--- config.mk ---
export PLATFORM = sky130hd
export DESIGN_NAME = hid_keyboard_to_retro_keycode
export DESIGN_NICKNAME = d
export VERILOG_FILES = /design/src/rtl/core/rhk_pkg.sv /design/src/rtl/core/rhk_front.sv /design/src/rtl/core/rhk_queue.sv /design/src/rtl/core/rhk_back.sv /design/src/rtl/core/hid_keyboard_to_retro_keycode.sv
export SDC_FILE = /design/constraint.sdc
export NUM_CORES = 1
export LEC_CHECK = 0
export ABC_AREA = 1
export BUFFER_PORTS_ARGS = -buffer_cell sky130_fd_sc_hd__buf_2
export CORE_ASPECT_RATIO = 1.25
export CORE_UTILIZATION = 25
export CTS_BUF_LIST = sky130_fd_sc_hd__clkbuf_8 sky130_fd_sc_hd__clkbuf_16
export CTS_CLUSTER_DIAMETER = 60
export DETAILED_ROUTE_END_ITERATION = 10
export GPL_TIMING_DRIVEN = 1
export PLACE_DENSITY = 0.4
export SLEW_MARGIN = 20
export SYNTH_ARGS = -nofsm -noshare
export SYNTH_HDL_FRONTEND = slang
export SYNTH_SLANG_ARGS = --single-unit
--- constraint.sdc ---
create_clock -name clk -period 4.6 [get_ports clk]
set_clock_uncertainty 0.1 [all_clocks]
set_input_delay 0.23 -clock clk [delete_from_list [all_inputs] [get_ports clk]]
set_output_delay 0.23 -clock clk [all_outputs]
set_load 0.1 [all_outputs]
--- src/rtl/core/rhk_pkg.sv ---
package rhk_pkg;

	localparam int MAX_SLOTS     = 6;
	localparam int KEY_SLOTS_DEF = 6;
	localparam int TABLE_DEF     = 128;
	localparam int QUEUE_DEPTH   = 2;

	localparam int IN_W   = 8 + 8 * MAX_SLOTS;
	localparam int OUT_W  = 16;
	localparam int USER_W = 3;

	// modifier byte masks, left and right halves
	localparam logic [7:0] MOD_CTRL  = 8'h11;
	localparam logic [7:0] MOD_SHIFT = 8'h22;
	localparam logic [7:0] MOD_ALT   = 8'h44;

	localparam logic [7:0] USAGE_DELETE = 8'h4C;
	localparam logic [7:0] USAGE_F1     = 8'h3A;
	localparam logic [7:0] USAGE_F2     = 8'h3B;
	localparam logic [7:0] USAGE_F3     = 8'h3C;

	localparam logic [6:0] CODE_SHIFT_BIT = 7'h40;

	typedef enum logic [2:0] {
		EV_STATUS   = 3'd0,
		EV_KEYCODE  = 3'd1,
		EV_BREAK    = 3'd2,
		EV_RESET    = 3'd3,
		EV_START    = 3'd4,
		EV_SELECT   = 3'd5,
		EV_OPTION   = 3'd6,
		EV_RELEASED = 3'd7
	} ev_kind_t;

	// one classified report, front to back
	typedef struct packed {
		logic [MAX_SLOTS-1:0]        act;
		ev_kind_t [MAX_SLOTS-1:0]    kind;
		logic [MAX_SLOTS-1:0][7:0]   key;
		logic                        shift;
		logic                        any;
	} rhk_entry_t;

	localparam int ROM_DEPTH = 58;

	localparam logic [6:0] PLAIN_ROM [ROM_DEPTH] = '{
		7'h00, 7'h00, 7'h00, 7'h00,
		7'h3F, 7'h15, 7'h12, 7'h3A, 7'h2A, 7'h38, 7'h3D, 7'h39, 7'h0D, 7'h01, 7'h05, 7'h00,
		7'h25, 7'h23, 7'h08, 7'h0A, 7'h2F, 7'h28, 7'h3E, 7'h2D, 7'h0B, 7'h10, 7'h2E, 7'h16,
		7'h2B, 7'h17,
		7'h1F, 7'h1E, 7'h1A, 7'h18, 7'h1D, 7'h1B, 7'h33, 7'h35, 7'h30, 7'h32,
		7'h0C, 7'h1C, 7'h34, 7'h2C, 7'h21, 7'h0E, 7'h0F, 7'h60, 7'h62, 7'h46, 7'h5A, 7'h02,
		7'h73, 7'h00, 7'h20, 7'h22, 7'h26, 7'h3C
	};

	localparam logic [6:0] SHIFTED_ROM [ROM_DEPTH] = '{
		7'h00, 7'h00, 7'h00, 7'h00,
		7'h7F, 7'h55, 7'h52, 7'h3A, 7'h2A, 7'h38, 7'h3D, 7'h39, 7'h0D, 7'h01, 7'h05, 7'h00,
		7'h25, 7'h23, 7'h08, 7'h0A, 7'h2F, 7'h28, 7'h3E, 7'h2D, 7'h0B, 7'h10, 7'h2E, 7'h16,
		7'h2B, 7'h17,
		7'h5F, 7'h75, 7'h5A, 7'h58, 7'h5D, 7'h47, 7'h5B, 7'h07, 7'h70, 7'h72,
		7'h0C, 7'h1C, 7'h34, 7'h2C, 7'h21, 7'h4E, 7'h06, 7'h00, 7'h00, 7'h4F, 7'h5A, 7'h42,
		7'h5E, 7'h00, 7'h36, 7'h37, 7'h66, 7'h3C
	};

	// entries past the listed part of the table are zero
	function automatic logic [6:0] rom_code(input logic [7:0] key, input logic shift);
		logic [6:0] code;
		code = 7'd0;
		if ({1'b0, key} < 9'(ROM_DEPTH)) begin
			code = shift ? SHIFTED_ROM[key[5:0]] : PLAIN_ROM[key[5:0]];
		end
		return code;
	endfunction

endpackage

--- src/rtl/core/rhk_front.sv ---
module rhk_front #(
	parameter int KEY_SLOTS = rhk_pkg::KEY_SLOTS_DEF
) (
	input  logic                     clk,
	input  logic                     arst_n,
	input  logic                     in_valid,
	output logic                     in_ready,
	input  logic [rhk_pkg::IN_W-1:0] in_data,
	output logic                     entry_valid,
	input  logic                     entry_ready,
	output rhk_pkg::rhk_entry_t      entry
);
	import rhk_pkg::*;

	logic [7:0]           prev_keys_q [KEY_SLOTS];
	logic [MAX_SLOTS-1:0][7:0] keys;
	logic [7:0]           mods;
	logic                 ctrl, alt, accept;
	logic [MAX_SLOTS-1:0] fresh;

	assign mods        = in_data[7:0];
	assign ctrl        = |(mods & MOD_CTRL);
	assign alt         = |(mods & MOD_ALT);
	assign in_ready    = entry_ready;
	assign entry_valid = in_valid;
	assign accept      = in_valid && entry_ready;

	always_comb begin
		for (int i = 0; i < MAX_SLOTS; i++) begin
			keys[i] = (i < KEY_SLOTS) ? in_data[8*i+8 +: 8] : 8'd0;
		end
		for (int i = 0; i < MAX_SLOTS; i++) begin
			fresh[i] = (keys[i] != 8'd0);
			for (int j = 0; j < KEY_SLOTS; j++) begin
				if (prev_keys_q[j] == keys[i]) fresh[i] = 1'b0;
			end
		end
	end

	// per-slot classification; ctrl with an unmapped key yields nothing
	always_comb begin
		entry.key   = keys;
		entry.shift = |(mods & MOD_SHIFT);
		entry.any   = |keys;
		for (int i = 0; i < MAX_SLOTS; i++) begin
			entry.act[i]  = fresh[i];
			entry.kind[i] = EV_KEYCODE;
			if (ctrl) begin
				unique case (keys[i])
					USAGE_DELETE: entry.kind[i] = alt ? EV_RESET : EV_BREAK;
					USAGE_F1:     entry.kind[i] = EV_START;
					USAGE_F2:     entry.kind[i] = EV_SELECT;
					USAGE_F3:     entry.kind[i] = EV_OPTION;
					default: begin
						entry.kind[i] = EV_STATUS;
						entry.act[i]  = 1'b0;
					end
				endcase
			end
		end
	end

	always_ff @(posedge clk or negedge arst_n) begin
		if (!arst_n) begin
			for (int j = 0; j < KEY_SLOTS; j++) prev_keys_q[j] <= 8'd0;
		end else if (accept) begin
			for (int j = 0; j < KEY_SLOTS; j++) prev_keys_q[j] <= keys[j];
		end
	end

endmodule

--- src/rtl/core/rhk_queue.sv ---
module rhk_queue (
	input  logic                clk,
	input  logic                arst_n,
	input  logic                wr_valid,
	output logic                wr_ready,
	input  rhk_pkg::rhk_entry_t wr_entry,
	output logic                rd_valid,
	input  logic                rd_ready,
	output rhk_pkg::rhk_entry_t rd_entry
);
	import rhk_pkg::*;

	localparam int PW = (QUEUE_DEPTH > 1) ? $clog2(QUEUE_DEPTH) : 1;

	rhk_entry_t  mem_q [QUEUE_DEPTH];
	logic [PW-1:0] wr_ptr_q, rd_ptr_q;
	logic [PW:0]   count_q;
	logic          push, pop;

	assign wr_ready = (count_q != (PW+1)'(QUEUE_DEPTH));
	assign rd_valid = (count_q != '0);
	assign push     = wr_valid && wr_ready;
	assign pop      = rd_valid && rd_ready;
	assign rd_entry = mem_q[rd_ptr_q];

	function automatic logic [PW-1:0] bump(input logic [PW-1:0] p);
		return (p == PW'(QUEUE_DEPTH - 1)) ? '0 : p + PW'(1);
	endfunction

	always_ff @(posedge clk or negedge arst_n) begin
		if (!arst_n) begin
			wr_ptr_q <= '0;
			rd_ptr_q <= '0;
			count_q  <= '0;
		end else begin
			if (push) wr_ptr_q <= bump(wr_ptr_q);
			if (pop)  rd_ptr_q <= bump(rd_ptr_q);
			if (push && !pop)      count_q <= count_q + (PW+1)'(1);
			else if (pop && !push) count_q <= count_q - (PW+1)'(1);
		end
	end

	always_ff @(posedge clk) begin
		if (push) mem_q[wr_ptr_q] <= wr_entry;
	end

endmodule

--- src/rtl/core/rhk_back.sv ---
module rhk_back #(
	parameter int TABLE_ENTRIES = rhk_pkg::TABLE_DEF
) (
	input  logic                       clk,
	input  logic                       arst_n,
	input  logic                       entry_valid,
	output logic                       entry_ready,
	input  rhk_pkg::rhk_entry_t        entry,
	output logic                       out_valid,
	input  logic                       out_ready,
	output logic [rhk_pkg::OUT_W-1:0]  out_data,
	output logic [rhk_pkg::USER_W-1:0] out_user,
	output logic                       out_last
);
	import rhk_pkg::*;

	// phase 0: released check, 1..6: slots, 7: closing status
	localparam logic [2:0] PH_RELEASED = 3'd0;
	localparam logic [2:0] PH_STATUS   = 3'd7;

	logic [2:0] phase_q, slot_idx;
	logic       key_down_n_q, shift_n_q;
	logic       kd_nxt, sh_nxt, step, emit;
	ev_kind_t   kind_nxt;
	logic [6:0] code_nxt, lookup;
	logic [7:0] key;

	logic       valid_q, last_q;
	ev_kind_t   kind_q;
	logic [6:0] code_q;
	logic       kd_out_q, sh_out_q;

	assign step        = entry_valid && (!valid_q || out_ready);
	assign entry_ready = step && (phase_q == PH_STATUS);
	assign slot_idx    = (phase_q == PH_RELEASED || phase_q == PH_STATUS) ?
	                     3'd0 : phase_q - 3'd1;
	assign key         = entry.key[slot_idx];
	assign lookup      = ({1'b0, key} < 9'(TABLE_ENTRIES)) ? rom_code(key, entry.shift) : 7'd0;

	always_comb begin
		kd_nxt   = key_down_n_q;
		sh_nxt   = shift_n_q;
		kind_nxt = EV_STATUS;
		code_nxt = 7'd0;
		emit     = 1'b0;
		if (phase_q == PH_RELEASED) begin
			if (!entry.any) begin
				emit     = 1'b1;
				kind_nxt = EV_RELEASED;
				kd_nxt   = 1'b1;
				sh_nxt   = 1'b1;
			end
		end else if (phase_q == PH_STATUS) begin
			emit = 1'b1;
		end else if (entry.act[slot_idx]) begin
			emit     = 1'b1;
			kind_nxt = entry.kind[slot_idx];
			if (entry.kind[slot_idx] == EV_KEYCODE) begin
				code_nxt = lookup;
				kd_nxt   = 1'b0;
				if ((lookup & CODE_SHIFT_BIT) != 7'd0) sh_nxt = 1'b0;
			end
		end
	end

	always_ff @(posedge clk or negedge arst_n) begin
		if (!arst_n) begin
			phase_q      <= PH_RELEASED;
			key_down_n_q <= 1'b1;
			shift_n_q    <= 1'b1;
			valid_q      <= 1'b0;
		end else begin
			if (step) begin
				phase_q      <= phase_q + 3'd1;
				key_down_n_q <= kd_nxt;
				shift_n_q    <= sh_nxt;
			end
			if (step && emit)  valid_q <= 1'b1;
			else if (out_ready) valid_q <= 1'b0;
		end
	end

	always_ff @(posedge clk) begin
		if (step && emit) begin
			kind_q   <= kind_nxt;
			code_q   <= code_nxt;
			kd_out_q <= kd_nxt;
			sh_out_q <= sh_nxt;
			last_q   <= (phase_q == PH_STATUS);
		end
	end

	assign out_valid = valid_q;
	assign out_user  = kind_q;
	assign out_last  = last_q;
	assign out_data  = {(OUT_W-9)'(0), sh_out_q, kd_out_q, code_q};

endmodule

--- src/rtl/core/hid_keyboard_to_retro_keycode.sv ---
// Boot keyboard report to seven-bit key code translator.
// Input channel (s_*): one request per USB boot keyboard report, the
// modifier byte and six key slots. Output channel (m_*): event items,
// the event kind on m_tuser, code and active-low status bits on m_tdata.
// Each report yields an optional released item, one item for every newly
// pressed key (with ctrl held, only keys that map to an event), and always
// a closing status item with m_tlast high.
// Sequencing: the back sequencer walks one phase per cycle while the queue
// holds a report and the output register can take an item (released check,
// six slots, status), through a single table lookup, so items leave in that
// order; a two-entry queue lets the front take the next report while the
// back is still busy.
// Reset: previous keys cleared, both status bits high, queue and output
// register empty.
// Stall: when m_tready is low a held item stays in the output register and
// the sequencer waits; once the queue fills, s_tready drops.
module hid_keyboard_to_retro_keycode #(
	parameter int KEY_SLOTS     = rhk_pkg::KEY_SLOTS_DEF,  // 1..6 slots used
	parameter int TABLE_ENTRIES = rhk_pkg::TABLE_DEF       // 128..256
) (
	input  logic                        clk,
	input  logic                        arst_n,
	input  logic                        s_tvalid,
	output logic                        s_tready,
	// modifier_bits, slot0_key .. slot5_key
	input  logic [rhk_pkg::IN_W-1:0]    s_tdata,
	output logic                        m_tvalid,
	input  logic                        m_tready,
	// target_code, key_down_n, shift_down_n, zero pad
	output logic [rhk_pkg::OUT_W-1:0]   m_tdata,
	// event_kind
	output logic [rhk_pkg::USER_W-1:0]  m_tuser,
	output logic                        m_tlast
);
	import rhk_pkg::*;

	rhk_entry_t front_entry, back_entry;
	logic       front_valid, front_ready;
	logic       back_valid, back_ready;

	// front: held-key compare and per-slot classification
	rhk_front #(
		.KEY_SLOTS(KEY_SLOTS)
	) u_front (
		.clk        (clk),
		.arst_n     (arst_n),
		.in_valid   (s_tvalid),
		.in_ready   (s_tready),
		.in_data    (s_tdata),
		.entry_valid(front_valid),
		.entry_ready(front_ready),
		.entry      (front_entry)
	);

	// decouples report intake from event emission
	rhk_queue u_queue (
		.clk     (clk),
		.arst_n  (arst_n),
		.wr_valid(front_valid),
		.wr_ready(front_ready),
		.wr_entry(front_entry),
		.rd_valid(back_valid),
		.rd_ready(back_ready),
		.rd_entry(back_entry)
	);

	// back: table lookup, status bits, output register
	rhk_back #(
		.TABLE_ENTRIES(TABLE_ENTRIES)
	) u_back (
		.clk        (clk),
		.arst_n     (arst_n),
		.entry_valid(back_valid),
		.entry_ready(back_ready),
		.entry      (back_entry),
		.out_valid  (m_tvalid),
		.out_ready  (m_tready),
		.out_data   (m_tdata),
		.out_user   (m_tuser),
		.out_last   (m_tlast)
	);

endmodule
# After elaboration in Yosys (flattened, before gate mapping)
# Memories as Yosys holds them, arrays and structs flattened.
# Index checks and enable logic that the tools add are counted.
# word_totals
register_bits	71
latchBits	0
mem_bits_rw	148
rom_bits	896
inputBits	60
out_inout_bits	22
wordCells	236
memories	3
# mem_list
memory	words	width	read_ports	rd_ports_with_merged_regs	wr	line_no	rtl
(name not given)	64	7	1	0	0	rhk_pkg.sv:71	code = shift ? SHIFTED_ROM[key[5:0]] : PLAIN_ROM[key[5:0]];
(name not given)	64	7	1	0	0	rhk_pkg.sv:71	
u_queue.mem_q	2	74	1	0	1	rhk_queue.sv:15	rhk_entry_t mem_q [QUEUE_DEPTH];
# classes
addsub	6
n_mul	0
div_mod_pow	0
n_lt_le_gt_ge	4
eq_ne	63
shift	0
mux	102
bitwise	5
n_reduce_logical	34
# ops
op	count
equality test 8 bit	36
equality test 8 x 6 -> 1 bit (second input constant)	18
case mux 3 bit (4 select lines)	6
two-way mux 1 bit	71
two-way mux 7 bit	7
equality test 8 x 7 -> 1 bit (second input constant)	6
nonzero test 8 bit	6
OR reduction 48 bit	1
two-way mux 3 bit	12
OR reduction 4 bit	7
binary-select mux 8 bit (select 3 bit)	1
binary-select mux 3 bit (select 3 bit)	1
< comparator 8 x 6 -> 1 bit (second input constant)	1
< comparator 8 bit (second input constant)	1
two-way mux 8 bit	1
>= comparator 7 bit (second input constant)	1
logical AND 1 bit	7
NOT 6 -> 7 bit	1
nonzero test 2 bit	3
OR reduction 2 bit	3
OR reduction 6 bit	1
< comparator 3 x 4 -> 1 bit (second input constant)	1
two-way mux 2 bit	2
NOT 1 bit	4
other kinds (12)	16

# Depth between registers and ports, before layout
# Gate-level depths: netlist (run 1).
# depth
ltp_word	17
ltp_mapped	22

# Cells and area by module
# Synthesis (run 1) repeated with hierarchy kept, for this count alone.
# unflattened
hier_cells	2070
hier_area_um2	15981.6
# by_module_without_submodules
mod	instances	cells_each	area_each_um2	seq_area_each_um2
rhk_front	1	1183	7465.9	1201.2
rhk_queue	1	415	5586.6	4544.4
rhk_back	1	472	2929.1	543.0

# Worst setup path after synthesis (run 1)
# Ideal clock, no wire load.
# synth_timing
kind	register to register
startpoint	reg u_queue.count_q[0]
endpoint	mem u_queue.mem_q[1][0] (netlist name), enable pin
arrival_time_ns	4.761
path_slack_ns	-0.770
path_stages_with_launch	6
n_path_buf	1
synth_period_minus_slack_ns	5.370
cell_sequence	dfrtp_1 inv_1 nand2_1 nand2_1 clkbuf_1 nor2_1
# synth_between
elab_chain_cells	4
# synth_lines
element	line_no	rtl
from (decl)	rhk_queue.sv:17	logic [PW:0] count_q;
from (signal assigned)	rhk_queue.sv:38	if (push && !pop) count_q <= count_q + (PW+1)'(1);
from (signal assigned)	rhk_queue.sv:39	else if (pop && !push) count_q <= count_q - (PW+1)'(1);
!= test 2 bit	rhk_queue.sv:20	assign wr_ready = (count_q != (PW+1)'(QUEUE_DEPTH));
named net s_tready	hid_keyboard_to_retro_keycode.sv:24	output logic s_tready,
logical AND 1 bit	rhk_queue.sv:22	assign push = wr_valid && wr_ready;
two-way mux 1 bit	rhk_queue.sv:44	if (push) mem_q[wr_ptr_q] <= wr_entry;
two-way mux 1 bit (implied by the code)	rhk_queue.sv:44	
to (decl)	rhk_queue.sv:15	
# The timed path passes the listed nets, and every way through them passes these cells.

# Final worst setup path (run 1)
# layout_timing
startpoint	reg u_back.phase_q[0]
endpoint	reg u_back.code_q[1], data pin
# layout_between
elab_chain_cells	10
word_cells_on_any_way	27
classes_between	1 x add/sub; 2 x order compare; 2 x eq/ne; 12 x mux; 5 x bitwise; 3 x reduce/logical; 2 x memory
# layout_lines
element	line_no	rtl
from (decl)	rhk_back.sv:21	logic [2:0] phase_q, slot_idx;
from (signal assigned)	rhk_back.sv:74	phase_q <= phase_q + 3'd1;
parallel branches: the longest is 10 deep, another holds memory read (64 x 7 bit)	--	
to (signal assigned)	rhk_back.sv:86	code_q <= code_nxt;
to (decl)	rhk_back.sv:30	logic [6:0] code_q;
# Several ways; the timed one is not identified. The select of a mux whose other input is x is not followed.
# A chain may end at the register's enable or synchronous reset.

==> metrics, run 1 <==
result of the run finished clean; maximum vdd ir drop ~500 uV; largest net degree at the start of global routing between 90 and 100; clk slew on worst S/H paths approximately 0.06 ns; worst hold slack across all endpoints between 0.02 and 0.025 ns; total routing usage reported by global routing 20.5%; number of flops mapped to enable cells by yosys 161; synth unique cells 56; routed wirelength normalized by instance count 23.8 um; clock tree from TritonCTS built; Tmin final 3.76 ns; clock buffers created by TritonCTS 29; Max Buffers Root-to-Sink 3; clock sink count 219; row count slightly below 100; antenna violations before repair 2; smallest setup slack after layout 0.844 ns; Crit-path slowest cell sky130_fd_sc_hd__dfrtp_1; die height 269 um; normalized max-slew margin 36.9%; CP Capture Type register; Leakage 6.56 nW; leading cell types by total area after synthesis sky130_fd_sc_hd__edfxtp_1 34%, sky130_fd_sc_hd__dfrtp_1 9.8%, sky130_fd_sc_hd__nand2_1 9.4%; number of search-and-repair iterations in the first detailed-routing pass 5; area of the multi-input gates 6810 sq um; routed via count 12,416; global-route wire length before repair ~86,000 um; worst slack at placement 0.914 ns; Routability Congestion approximately 0.95; final slew viol count 0; Setup Crit Path Kind register to register; cts-stage hold buffer count 23; count of input and output buffers slightly above 70; Post-Route WL 59,300 um; average vias per placed instance 4.98; portion of the clock cycle consumed by the worst path in the final layout 81.7%; type of the worst min-delay path input pin to register; YS warnings 0; Post-CTS Setup Bufs 0; setup repair after global routing missed its margin false; maximum achievable frequency 0.266 GHz; power density over the cells 866 nW/um^2; area leader, netlist sky130_fd_sc_hd__edfxtp_1; Worst path top cell family by delay simple AND/OR/NAND/NOR gates; CTS root buf sky130_fd_sc_hd__clkbuf_16; worst-skew pair later-pin latency 0.60 ns; sequential area share after synthesis ~44%; biggest fanout along the worst timing path 8; number of H-tree levels 1; Final Hold Vio Count 0; fraction of layout cells with a size suffix above 1 11.2%; final net count roughly 1,800; via count of the first global-routing pass 11,991; number of standard cells after synthesis between 1,500 and 2,000; number of placed I/O pins between 80 and 90; Total Negative Setup Slacks 0 ns; crit-path cells inv_1, ha_1, ha_1, inv_1, nand2_8, nor2_4, nand3_1, nand3_1, inv_1, ha_1, inv_1, nand3_1, nand2_1, inv_1, o21ai_1, o211ai_1, nand3_1, nand2_1, nor2_1; Critical Path Most Common Cell sky130_fd_sc_hd__inv_1; overflow left after global routing 0; worst path bufs/invs 5; CP Data Arrival Time 4.07 ns; flip-flop and latch count after synthesis 219; combined flip-flop and latch cell area 6290 sq um; most frequent cell after synthesis sky130_fd_sc_hd__nand2_1; number of DRC violations after detailed routing 0; mean instance size in the synthesized netlist 8.31 sq um; Crit path largest cell delay 0.43 ns; transition time of the tightest slew-check pin 0.923 ns; width of the chip 215 um; final count of negative-setup-slack endpoints 0; WP data required between 4 and 5 ns; DPL Wire Length 42,300 um; Post-synth ARST share 26.5%; 1st-iter DRT viols about 1,100; Max-Cap Viols 0; layout overhead on the synthesized area 14.4%; Antenna Violating Nets Remaining 0; fill cell count between 6,000 and 7,000; Die ar. ~58,000 sq um; core area 56,200 sq um; summed instance area of the synthesized netlist 14,200 sq um; leading cell types by count after synthesis 356 x sky130_fd_sc_hd__nand2_1, 178 x sky130_fd_sc_hd__nor2_1, 161 x sky130_fd_sc_hd__edfxtp_1; fraction of post-synthesis cell area in the top cell type by area between 30% and 40%; Critical Path Start Type register; initial core utilization 25.3%; primary flip-flop cell chosen by synthesis mapping sky130_fd_sc_hd__edfxtp_1; post-CTS sizing 0
## routing by layer
metal  vias up  track usage, %  wire length, um
li1       5777               -                -
met1      6013            24.8            24000
met2       493            35.6            28800
met3       131            3.12             3420
met4         2            9.79             2990
met5         -               0               13
## worst paths after layout
| check | startpoint | to | slack, ns | depth (start not counted) |
|---|---|---|---|---|
| max | u_back.phase_q[0] | u_back.code_q[1] | 0.84 | 19 |
| min in group asynchronous | arst_n | u_front.prev_keys_q[44] | 0.09 | 2 |
| min | s_tdata[11] | u_queue.mem_q[1][5] | 0.02 | 1 |
| max in group asynchronous | arst_n | u_front.prev_keys_q[32] | 3.25 | 3 |
| min reg2reg | u_back.shift_n_q | u_back.shift_n_q | 0.37 | 2 |
| max reg2reg | u_back.phase_q[0] | u_back.code_q[1] | 0.84 | 19 |
## sequential cells by signal (all words and copies together), names as in the netlist
signal               flops
u_back.code_q            7
u_back.kd_out_q          1
u_back.key_down_n_q      1
u_back.out_last          1
u_back.out_user          3
u_back.out_valid         1
u_back.phase_q           3
u_back.sh_out_q          1
u_back.shift_n_q         1
u_front.prev_keys_q     48
u_queue.count_q          2
u_queue.mem_q          148
u_queue.rd_ptr_q         1
u_queue.wr_ptr_q         1
## layout by cell type (no fill, tap or decap), types with 10 or more instances in the layout
master,count
sky130_fd_sc_hd__o21ai_0,89
sky130_fd_sc_hd__a221oi_1,15
sky130_fd_sc_hd__dfrtp_1,55
sky130_fd_sc_hd__nor4_1,31
sky130_fd_sc_hd__nor3_1,38
sky130_fd_sc_hd__inv_1,125
sky130_fd_sc_hd__edfxtp_1,161
sky130_fd_sc_hd__a21oi_1,28
sky130_fd_sc_hd__buf_2,72
sky130_fd_sc_hd__nand2_2,10
sky130_fd_sc_hd__nand2_1,355
sky130_fd_sc_hd__buf_4,21
sky130_fd_sc_hd__xnor2_1,81
sky130_fd_sc_hd__ha_1,18
sky130_fd_sc_hd__dlygate4sd3_1,23
sky130_fd_sc_hd__nand4_1,54
sky130_fd_sc_hd__xor2_1,109
sky130_fd_sc_hd__clkbuf_16,29
sky130_fd_sc_hd__o22ai_1,23
sky130_fd_sc_hd__nor2_1,176
sky130_fd_sc_hd__nand3_1,113
## power breakdown
group	switching (mW)	leakage, nW	internal, mW	total, mW
sequential	0.782	2.21	2.83	3.61
clock	0.986	0.493	1.30	2.29
combinational	5.73	3.86	2.48	8.21
total	7.50	6.56	6.60	14.1
## layout make-up
cell class | count | share of cell area, %
Sequential cell | 219 | 38.6
Clock buffer | 29 | 4.45
Tap cell | 742 | 5.70
Multi-Input combinational cell | 1227 | 41.8
Timing Repair Buffer | 118 | 4.84
Clock inverter | 25 | 1.53
Inverter | 131 | 3.05
Antenna cell | 1 | 0.0154
## per-stage QoR
step           area [sq um]  cells  power [mW]  utilization (%)
3_3_place_gp          15100   2414        11.9             26.8
5_1_grt               16300   2491        15.2             29.0
4_1_cts               16300   2491        14.2             29.0
3_5_place_dp          15100   2414        11.8             26.8
6_report              16300   2492        14.1             29.0
2_1_floorplan         14300   1719        9.50                -
## worst reg2reg max path: stages, from the launching register on
cell,delay (ns)
sky130_fd_sc_hd__dfrtp_1,0.43
sky130_fd_sc_hd__inv_1,0.09
sky130_fd_sc_hd__ha_1,0.24
sky130_fd_sc_hd__ha_1,0.27
sky130_fd_sc_hd__inv_1,0.18
sky130_fd_sc_hd__nand2_8,0.13
sky130_fd_sc_hd__nor2_4,0.29
sky130_fd_sc_hd__nand3_1,0.13
sky130_fd_sc_hd__nand3_1,0.22
sky130_fd_sc_hd__inv_1,0.15
sky130_fd_sc_hd__ha_1,0.32
sky130_fd_sc_hd__inv_1,0.12
sky130_fd_sc_hd__nand3_1,0.09
sky130_fd_sc_hd__nand2_1,0.16
sky130_fd_sc_hd__inv_1,0.07
sky130_fd_sc_hd__o21ai_1,0.08
sky130_fd_sc_hd__o211ai_1,0.10
sky130_fd_sc_hd__nand3_1,0.20
sky130_fd_sc_hd__nand2_1,0.07
sky130_fd_sc_hd__nor2_1,0.12
## cell families after synthesis
| family | Yosys count | synth area share (%) |
|---|---|---|
| muxes | 1 | 0.0703 |
| and+or+nand+nor | 809 | 25.5 |
| other | 1 | 0.0263 |
| xor gates and xnor gates | 190 | 11.7 |
| DFF | 219 | 44.2 |
| buffers and inverters | 273 | 8.27 |
| adders and majority gates | 18 | 1.58 |
| AOI/OAI and AO/OA | 202 | 8.65 |
Note: power is estimated with default switching activity, not from simulation.
==> run 2, diff against run 1 <==
Settings changed: PLACE_DENSITY 0.4 to 0.38.
Clock period 4.6 ns to 3.6 ns, I/O delays scaled along.
==> metrics, run 2 (synthesis gave the netlist of run 1 again) <==
result of the run finished clean; cell area reported after detailed placement 15,300 sq um; initial core utilization 25.3%; number of placed I/O pins 82; Total Negative Setup Slacks 0 ns; registers with the highest flip-flop counts u_queue.mem_q x148, u_front.prev_keys_q x48, u_back.code_q x7; worst path bufs/invs 6; Setup Crit Path Kind register to register; portion of the clock cycle consumed by the worst path in the final layout 92.6%; final count of negative-setup-slack endpoints 0; CP Capture Type register; post-route cell area 16,800 sq um; met2 wire length 30,300 um; global-route wire length before repair 89,100 um; Post-CTS Setup Bufs 0; met3 wirelength from detailed routing 2900 um; Tmin final 3.33 ns; DPL Wire Length 45,200 um; power density over the cells 1110 nW/um^2; total routing usage reported by global routing between 20% and 30%; fill cell count 5,954; width of the chip 215 um; layout overhead on the synthesized area 17.9%; Final Hold Vio Count 0; die height 269 um; Max-Cap Viols 0; internal power of the cells 8.84 mW; maximum achievable frequency 0.300 GHz; core area 56,200 sq um; clock sink count 219; Die ar. between 50,000 and 60,000 sq um; largest register by flop count u_queue.mem_q; power share of the sequential group about 24%; Max Buffers Root-to-Sink 3; worst r2r src u_back.phase_q[0]; Critical Path Start Type register; largest net degree at the start of global routing 95; routed wirelength normalized by instance count 24.2 um; CTS root buf sky130_fd_sc_hd__clkbuf_16; Leakage 6.80 nW; final net count about 1,900; startpoint of the tightest hold check path s_tvalid; biggest fanout along the worst timing path 8; Antenna Violating Nets Remaining 0; number of search-and-repair iterations in the first detailed-routing pass 5; overflow left after global routing 0; Crit path largest cell delay 0.41 ns; Sw Pwr 9.84 mW; most common cell after layout, fill and taps aside sky130_fd_sc_hd__nand2_1; highest-count cells in the layout ignoring fill and taps 355 x sky130_fd_sc_hd__nand2_1, 175 x sky130_fd_sc_hd__nor2_1, 161 x sky130_fd_sc_hd__edfxtp_1; net switching fraction of the power a little over half; clock buffers created by TritonCTS 28; clk slew on worst S/H paths 0.06 ns; flip-flop count of the largest register after layout ~150; average vias per placed instance 4.99; number of H-tree levels 1; routed via count 12,689; area of the multi-input gates just under 7000 sq um; Routability Congestion 0.969; Worst path top cell family by delay adder cells; power share of the clock group 14.7%; number of DRC violations after detailed routing 0; combined flip-flop and latch cell area 6290 sq um; setup repair after global routing missed its margin false; clock tree from TritonCTS built; transition time of the tightest slew-check pin 0.927 ns; count of input and output buffers 72; Comb power frac around 61%; antenna violations before repair 0; via count of the first global-routing pass 12,450; type of the worst min-delay path input pin to register; Critical Path Most Common Cell sky130_fd_sc_hd__inv_1; maximum vdd ir drop roughly 630 uV; row count 97; Hold Path Stages 4; worst-skew pair later-pin latency 0.58 ns; final antenna diode count 0; Post-Route WL 61,600 um; length of routed wiring on met1 24,500 um; Crit-path slowest cell sky130_fd_sc_hd__dfrtp_1; highest metal used met4; logic depth of the worst path, buffers included 19; normalized max-slew margin 38.1%; WP data required 3.81 ns; number of cells on the worst reg-to-reg path 19; CP Data Arrival Time 3.55 ns; final slew viol count 0; crit-path cells inv_1, ha_1, ha_1, inv_1, nand2_8, inv_4, nor2_4, nand3_1, nand3_2, inv_1, ha_1, inv_1, nand3_1, nand2_1, buf_4, o21ai_0, nand2_1, a21oi_1, nor2_1; 1st-iter DRT viols 1,038; Critical Path Start u_back.phase_q[0]; fraction of layout cells with a size suffix above 1 roughly an eighth
## run 2: changes by cell type in the layout (fill, tap and decap cells not counted), moves of 2 or more
| cell | change |
|---|---|
| sky130_fd_sc_hd__buf_12 | +4 |
| sky130_fd_sc_hd__buf_4 | +23 |
| sky130_fd_sc_hd__clkinv_1 | +2 |
| sky130_fd_sc_hd__clkinv_2 | -2 |
| sky130_fd_sc_hd__clkinv_4 | +2 |
| sky130_fd_sc_hd__clkinv_8 | -2 |
| sky130_fd_sc_hd__clkinvlp_4 | +2 |
| sky130_fd_sc_hd__dlygate4sd3_1 | +28 |
| sky130_fd_sc_hd__inv_6 | -4 |
## run 2: repair_timing
action                     in CTS  in global routing
setup endpoints to repair       0                  6
resized for setup               0                  6
hold buffers                   50                  1
hold endpoints to repair      123                  2
## run 2: final timing paths
kind,slack (ns),end
max in group asynchronous,2.54,u_front.prev_keys_q[41]
worst max-delay path,0.27,u_back.code_q[3]
worst max register to register,0.27,u_back.code_q[3]
worst min register to register,0.37,u_back.shift_n_q
min in group asynchronous,0.15,u_front.prev_keys_q[30]
worst min-delay path,0.07,u_front.prev_keys_q[14]
## run 2: worst min-delay path, delay by kind of cell
kind                   cells  cell delay, ns
buffers and inverters      2            0.31
AO/OA/AOI/OAI              1            0.11
AND/OR/NAND/NOR            1            0.10
## run 2: per-stage QoR
step | power [mW] | setup slack (ns) | utilization (%) | hold slack (ns) | instances
finish | 18.7 | 0.268 | 29.9 | 0.0688 | 2544
global route | 20.1 | 0.00579 | 29.9 | 0.0876 | 2544
CTS | 18.7 | 0.117 | 29.8 | 0.0124 | 2543
detailed placement | 15.9 | 0.151 | 27.3 | 0.258 | 2442
global placement | 16.0 | 0.187 | 27.3 | 0.249 | 2442
floorplan | 12.1 | 0.312 | - | -0.216 | 1719
## run 2: power groups by stage
| stage | combinational [mW] | clock, mW | sequential, mW |
|---|---|---|---|
| finish | 11.4 | 2.74 | 4.53 |
| global route | 12.6 | 2.90 | 4.59 |
| CTS | 11.4 | 2.80 | 4.51 |
| detailed placement | 11.3 | 0 | 4.55 |
| global placement | 11.4 | 0 | 4.55 |
| floorplan | 7.77 | 0 | 4.37 |
## run 2: layout make-up
| class | instances | area share [%] |
|---|---|---|
| multi-input combinational | 1227 | 40.8 |
| sequential | 219 | 37.5 |
| clock inverter | 23 | 1.16 |
| timing repair buffer | 174 | 7.94 |
| inverter | 131 | 2.96 |
| clock buffer | 28 | 4.18 |
| tap | 742 | 5.53 |
## run 2: metal layers
metal / vias to the layer above / global-route usage (%)
met5: - / 0
li1: 5869 / -
met2: 453 / 37.6
met3: 175 / 2.34
met4: 0 / 12.0
met1: 6192 / 24.9
